==> src/rtl/flat_triangle_normal_expander_unit_assert.svh <==
`ifndef FLAT_TRIANGLE_NORMAL_EXPANDER_UNIT_ASSERT_SVH
`define FLAT_TRIANGLE_NORMAL_EXPANDER_UNIT_ASSERT_SVH

// same-cycle implication
`define FTNE_ASSERT_NOW(label, ante, cons, msg) \
   label: assert property (@(posedge clock) disable iff (reset) (ante) |-> (cons)) \
      else $error(msg);

// next-cycle implication
`define FTNE_ASSERT_NEXT(label, ante, cons, msg) \
   label: assert property (@(posedge clock) disable iff (reset) (ante) |=> (cons)) \
      else $error(msg);

`endif

==> src/rtl/ftne_pkg.sv <==
`timescale 1ns / 1ps
package ftne_pkg;
   localparam int NODE_DEPTH  = 4096;
   localparam int NODE_BITS   = 12;
   localparam int COUNT_BITS  = 13;
   localparam int COORD_BITS  = 24;
   localparam int DIFF_BITS   = COORD_BITS + 1;
   localparam int PROD_BITS   = 2 * DIFF_BITS;
   localparam int CROSS_BITS  = PROD_BITS + 1;
   localparam int MAG_BITS    = PROD_BITS;
   localparam int CNT_BITS    = 24;
   localparam int NORM_BITS   = 16;
   localparam int Q_BITS      = 15;
   localparam int STEP_BITS   = 5;

   typedef enum logic [1:0] {
      ACT_WRITE   = 2'd0,
      ACT_TRI     = 2'd1,
      ACT_RESTART = 2'd2,
      ACT_NONE    = 2'd3
   } action_type;

   typedef enum logic [3:0] {
      ST_IDLE, ST_READ, ST_EDGE, ST_MUL, ST_MAG, ST_NORM,
      ST_SQ, ST_SQRT, ST_DIV, ST_EMIT
   } state_type;

   typedef enum logic [3:0] {
      OP_NONE, OP_LOAD, OP_READ, OP_EDGE, OP_MUL, OP_MAG, OP_NORM,
      OP_SQ, OP_SQRT, OP_DIV, OP_EMIT
   } op_type;

   typedef struct packed {
      op_type               op;
      logic [STEP_BITS-1:0] step;
      logic [1:0]           comp;
   } cmd_type;

   typedef struct packed {
      logic tri_go;
      logic norm_done;
      logic mag_zero;
   } sts_type;
endpackage

==> src/rtl/ftne_ctrl.sv <==
`timescale 1ns / 1ps
module ftne_ctrl
   import ftne_pkg::*;
(
   input  logic    clock,
   input  logic    reset,
   input  logic    req_valid,
   output logic    req_ready,
   output logic    rsp_valid,
   input  logic    rsp_ready,
   input  sts_type sts,
   output cmd_type cmd
);
   state_type            state_ff, state_in;
   logic [STEP_BITS-1:0] step_ff, step_in;
   logic [1:0]           comp_ff, comp_in;

   always_ff @(posedge clock) begin
      if (reset) begin
         state_ff <= ST_IDLE;
         step_ff  <= '0;
         comp_ff  <= '0;
      end else begin
         state_ff <= state_in;
         step_ff  <= step_in;
         comp_ff  <= comp_in;
      end
   end

   always_comb begin
      state_in = state_ff;
      step_in  = step_ff;
      comp_in  = comp_ff;
      unique case (state_ff)
         ST_IDLE: begin
            step_in = '0;
            comp_in = '0;
            if (req_valid && sts.tri_go) state_in = ST_READ;
         end
         ST_READ: begin
            if (step_ff == STEP_BITS'(3)) begin
               state_in = ST_EDGE;
               step_in  = '0;
            end else step_in = step_ff + 1'b1;
         end
         ST_EDGE: begin
            state_in = ST_MUL;
            step_in  = '0;
         end
         ST_MUL: begin
            if (step_ff == STEP_BITS'(6)) begin
               state_in = ST_MAG;
               step_in  = '0;
            end else step_in = step_ff + 1'b1;
         end
         ST_MAG: state_in = ST_NORM;
         ST_NORM: begin
            step_in = '0;
            if (sts.mag_zero) state_in = ST_EMIT;
            else if (sts.norm_done) state_in = ST_SQ;
         end
         ST_SQ: begin
            if (step_ff == STEP_BITS'(3)) begin
               state_in = ST_SQRT;
               step_in  = '0;
            end else step_in = step_ff + 1'b1;
         end
         ST_SQRT: begin
            if (step_ff == STEP_BITS'(31)) begin
               state_in = ST_DIV;
               step_in  = '0;
               comp_in  = '0;
            end else step_in = step_ff + 1'b1;
         end
         ST_DIV: begin
            if (step_ff == STEP_BITS'(15)) begin
               step_in = '0;
               if (comp_ff == 2'd2) state_in = ST_EMIT;
               else comp_in = comp_ff + 1'b1;
            end else step_in = step_ff + 1'b1;
         end
         ST_EMIT: begin
            if (rsp_ready) begin
               if (step_ff == STEP_BITS'(2)) begin
                  state_in = ST_IDLE;
                  step_in  = '0;
               end else step_in = step_ff + 1'b1;
            end
         end
         default: state_in = ST_IDLE;
      endcase
   end

   always_comb begin
      req_ready = 1'b0;
      rsp_valid = 1'b0;
      cmd.op    = OP_NONE;
      cmd.step  = step_ff;
      cmd.comp  = comp_ff;
      unique case (state_ff)
         ST_IDLE: begin
            req_ready = 1'b1;
            if (req_valid) cmd.op = OP_LOAD;
         end
         ST_READ: cmd.op = OP_READ;
         ST_EDGE: cmd.op = OP_EDGE;
         ST_MUL:  cmd.op = OP_MUL;
         ST_MAG:  cmd.op = OP_MAG;
         ST_NORM: cmd.op = OP_NORM;
         ST_SQ:   cmd.op = OP_SQ;
         ST_SQRT: cmd.op = OP_SQRT;
         ST_DIV:  cmd.op = OP_DIV;
         ST_EMIT: begin
            rsp_valid = 1'b1;
            if (rsp_ready) cmd.op = OP_EMIT;
         end
         default: cmd.op = OP_NONE;
      endcase
   end
endmodule

==> config.mk <==
export PLATFORM = sky130hd
export DESIGN_NAME = ftne_ctrl
export DESIGN_NICKNAME = d
export VERILOG_FILES = /design/src/rtl/flat_triangle_normal_expander_unit_assert.svh /design/src/rtl/ftne_pkg.sv /design/src/rtl/ftne_ctrl.sv
export SDC_FILE = /design/constraint.sdc
export NUM_CORES = 1
export LEC_CHECK = 0
export ABC_AREA = 1
export BUFFER_PORTS_ARGS = -buffer_cell sky130_fd_sc_hd__buf_2
export CELL_PAD_IN_SITES_DETAIL_PLACEMENT = 1
export CELL_PAD_IN_SITES_GLOBAL_PLACEMENT = 2
export CORE_MARGIN = 4
export CORE_UTILIZATION = 29
export CTS_CLUSTER_SIZE = 12
export DETAILED_ROUTE_END_ITERATION = 12
export PLACE_DENSITY_LB_ADDON = 0.08
export SLEW_MARGIN = 20
export SYNTH_ARGS = -nofsm -noshare
export SYNTH_HDL_FRONTEND = slang
export SYNTH_SLANG_ARGS = --single-unit
==> constraint.sdc <==
create_clock -name clock -period 4.6 [get_ports clock]
set_input_delay 0.92 -clock clock [delete_from_list [all_inputs] [get_ports clock]]
set_output_delay 0.92 -clock clock [all_outputs]
set_load 0.005 [all_outputs]
Word level (Yosys, flattened, before mapping)
Cells that the tools add are included.
Widths: inputs -> output; s select.
- add/subtract/negate cells: 2
- eq/ne operators: 26
- multiplexer cells: 28
- reductions and logical operators: 9
- operators with widths (cell ; count):
    $pmux 4 s10 ; 2
    $mux 4 ; 12
    $mux 5 ; 6
    $pmux 5 s6 ; 1
    $ne 2x2->1 const B ; 10
    $eq 4x3->1 const B ; 4
    $eq 5x2->1 const B ; 2
    $reduce_and 10->1 ; 1
    $eq 4x2->1 const B ; 2
    $eq 4x4->1 const B ; 2
    $mux 2 ; 3
    $pmux 2 s3 ; 1
    $reduce_bool 6->1 ; 1
    $add 5x1->5 const B ; 1
    $eq 5x3->1 const B ; 1
    $eq 5x4->1 const B ; 1
    $eq 5x5->1 const B ; 1
    $eq 4x1->1 const B ; 1
    $logic_not 4->1 ; 1
    $reduce_and 4->1 ; 1
    $mux 1 ; 3
    $ne 3x3->1 const B ; 1
    $reduce_bool 3->1 ; 1
    $reduce_or 3->1 ; 1
    5 further kinds ; 5
- flip-flop bits (word level): 11
- input bits: 7
- output and inout port bits: 13
- word-level logic and storage cells: 68

Logic depth before layout (Yosys ltp)
- depth after elaboration: 4
- gate-level depth with buffers: 12
- depth with buffers taken out: 12

Worst setup path before layout
OpenSTA, ideal clock, no wires.
- path type: input-to-output
- from: input port req_valid
- to: output port cmd[7] (netlist bit)
- arrival: 1.073 ns
- required time: 3.680 ns
- slack: 2.607 ns
- stages on the path: 2
- path buffers: 0
- cells stage by stage: a21oi_1 > inv_1
- RTL lines (item ; RTL line ; source):
    start, declared ; ftne_ctrl.sv:7 ; input logic req_valid,
    end, declared ; ftne_ctrl.sv:12 ; output cmd_type cmd

==> metrics.cfg <==
[final_layout]
num_antenna_cells=0
fill_cells=490
leading_cell_type_in_the_layout_fill_and_taps_excluded=sky130_fd_sc_hd__nand2_1
layout-drive-gt1-share_pct=16.9
synthToLayoutAreaGrowth_pct=17.4
finalNonFillerCells=253
nets=221
seq_area_sq_um=220
mostFrequentLayoutCells=53 x sky130_fd_sc_hd__nand2_1, 33 x sky130_fd_sc_hd__nor2_1, 24 x sky130_fd_sc_hd__inv_1
multi_input_gate_area_in_the_final_layout_sq_um=714

[routing]
routed_via_density=4.75
first_iter_violations=46
met2WireLength_microns=1530
met3_wirelength_microns=103
ant_nets=0
drc=0
drt-total-wl_microns=3340
firstDrtPassIters=4
routed.top_layer=met3
avgRoutedWirePerCell_microns=13.2
vias=1201
met1Wirelength_microns=1710

[setup_path]
timing.critical_path.slowest_stage_cell=sky130_fd_sc_hd__dfxtp_1
critical_path_class=register to output pin
top_fanout_value_on_the_critical_path=7
worstPathRequired_ps=3680
worstSetupStartpointType=register
worst_path_largest_cell_delay_ps=520
timing.critical_path.cells=inv_2 > nor2_2 > nand2_1 > nand4_1 > a21oi_1 > inv_1 > buf_2
path_delay_family=flip-flops
critical_path.endpoint_type=output pin
cp_buf_inv_count=3
cp.arrival_ps=1580
cp_num_cells=7
r2r_cells=11

[die]
row_count=21
ios=20
die_height_microns=67.6
die-area_sq_mm=0.00456
die_width_microns=67.6
placeable_core_region_sq_mm=0.00339
floorplan.initialDensity_pct=30.3

[clock_tree]
tritoncts=done
cts_htree_levels=1
cts_num_sinks=11
cts_max_path_buffers=2
clk_pin_slew_worst_paths_ps=90
holdBufCountCts=0
post_cts.resized_instances=0
cts_setup_buffers=0
tritoncts.num_buffers=3
clock_insertion_delay_worst_skew_ps=280
cts.root.buffer_cell=sky130_fd_sc_hd__clkbuf_4

[job]
cap_viol_max_count=0

[synthesis]
synth_flop_cell=sky130_fd_sc_hd__dfxtp_1
yosys_register_bits=11
synth_edf_count=0
ys_seq_area_share_pct=21.4
async_set_or_reset_flop_fraction_in_the_synthesized_netlist_pct=0
postSynthCellCount=184
postSynthAreaPerCell_sq_um=5.59
synth.distinct_cells=20
synth.yosys.warnings=0
synthesis.nets=197
netlist_area_sq_mm=0.00103

[power]
pwr_density_cell_mw_per_mm2=570
max-vdd-ir-drop_v=0.000159
leakage_nw=0.647

[sta]
tns_ps=0
finalCriticalPeriod_ps=2500
worst-slew-pin-transition_ps=425
timing_max_transition_violations_final=0
rsz0062_at_grt=no
setup_viol=0
timing.slew.headroom_pct=71.6
final.setup_skew_ps=6.23
finalCritPeriodShare_pct=54.3
max_freq_ghz=0.400
timing.final.hold_violations=0

[grt]
grt_antenna_before_repair=0
gr-total-overflow=0
grt_pass1_wl_microns=5850
first_global_vias=1227
grt_max_degree=10
gr-usage-all-layers_pct=16.9

[min_path]
hold-path-cell-count=2
holdCritPathClass=register to register

[placed_design]
buffer_ports.inserted=19
hpwl_microns=2790
gp_routability_congestion=0.844
dp.cells=249

[status]
run_status=finished, final reports clean

==> cells by family after synthesis <==
group | Yosys count | synth area share, %
AND/OR/NAND/NOR | 121 | 51.0
buffers and inverters | 25 | 9.12
AO/OA/AOI/OAI | 20 | 10.3
flip-flops | 11 | 21.4
adder cells (fa/ha/maj) | 6 | 7.30
XOR/XNOR | 1 | 0.852
==> metrics by stage <==
step	hold slack (ps)	instance area (sq um)	setup WS, ps	power (mW)	utilization [%]
6_report	509	1210	2100	0.689	35.6
3_5_place_dp	496	1180	2360	0.622	34.8
5_1_grt	548	1210	1920	0.786	35.6
3_3_place_gp	490	1180	2380	0.614	34.8
2_1_floorplan	494	1030	2610	0.480	-
4_1_cts	510	1210	2110	0.699	35.6
==> synth_stat cells, types with 2 or more instances <==
cell / count / area, sq um
sky130_fd_sc_hd__nand2_1: 53 / 199
sky130_fd_sc_hd__nor2_1: 33 / 124
sky130_fd_sc_hd__inv_1: 24 / 90.1
sky130_fd_sc_hd__nand3_1: 19 / 95.1
sky130_fd_sc_hd__dfxtp_1: 11 / 220
sky130_fd_sc_hd__a21oi_1: 9 / 45.0
sky130_fd_sc_hd__o21ai_0: 8 / 40.0
sky130_fd_sc_hd__ha_1: 6 / 75.1
sky130_fd_sc_hd__nor2_2: 6 / 37.5
sky130_fd_sc_hd__nand2_2: 4 / 25.0
sky130_fd_sc_hd__nand3b_1: 2 / 15.0
==> metal layers <==
| metal | track usage (%) | vias up |
|---|---|---|
| met5 | 0 | - |
| met4 | 4.56 | 0 |
| met3 | 3.00 | 0 |
| met2 | 27.0 | 13 |
| met1 | 23.2 | 564 |
| li1 | - | 624 |
==> worst paths after layout <==
| check | endpoint | start | slack (ps) |
|---|---|---|---|
| worst max-delay path | cmd[7] | state_ff[2] | 2100 |
| worst min-delay path | comp_ff[0] | comp_ff[0] | 510 |
| worst max register to register | step_ff[2] | step_ff[0] | 2730 |
| worst min register to register | comp_ff[0] | comp_ff[0] | 510 |
==> tightest hold or removal path, stage by stage, from the launching register on <==
cell	delay, ps
sky130_fd_sc_hd__dfxtp_1	330
sky130_fd_sc_hd__nor2_1	100
sky130_fd_sc_hd__nor2_1	50
==> area by class of cell <==
cell class	count	share of cell area (%)
multi-input combinational	148	59.2
sequential	11	18.2
clock buffer	4	2.18
timing repair buffer	19	7.88
tap	46	4.77
inverter	25	7.77
==> power breakdown <==
group | switching [mW] | leakage (nW) | internal, mW
logic | 0.297 | 0.541 | 0.157
registers | 0.0401 | 0.0903 | 0.122
clock network | 0.0398 | 0.0150 | 0.0336
==> registers in the layout (all words and copies together) (netlist names) <==
| name | flops |
|---|---|
| comp_ff | 2 |
| step_ff | 5 |
| state_ff | 4 |
(Power assumes the default switching activity.)
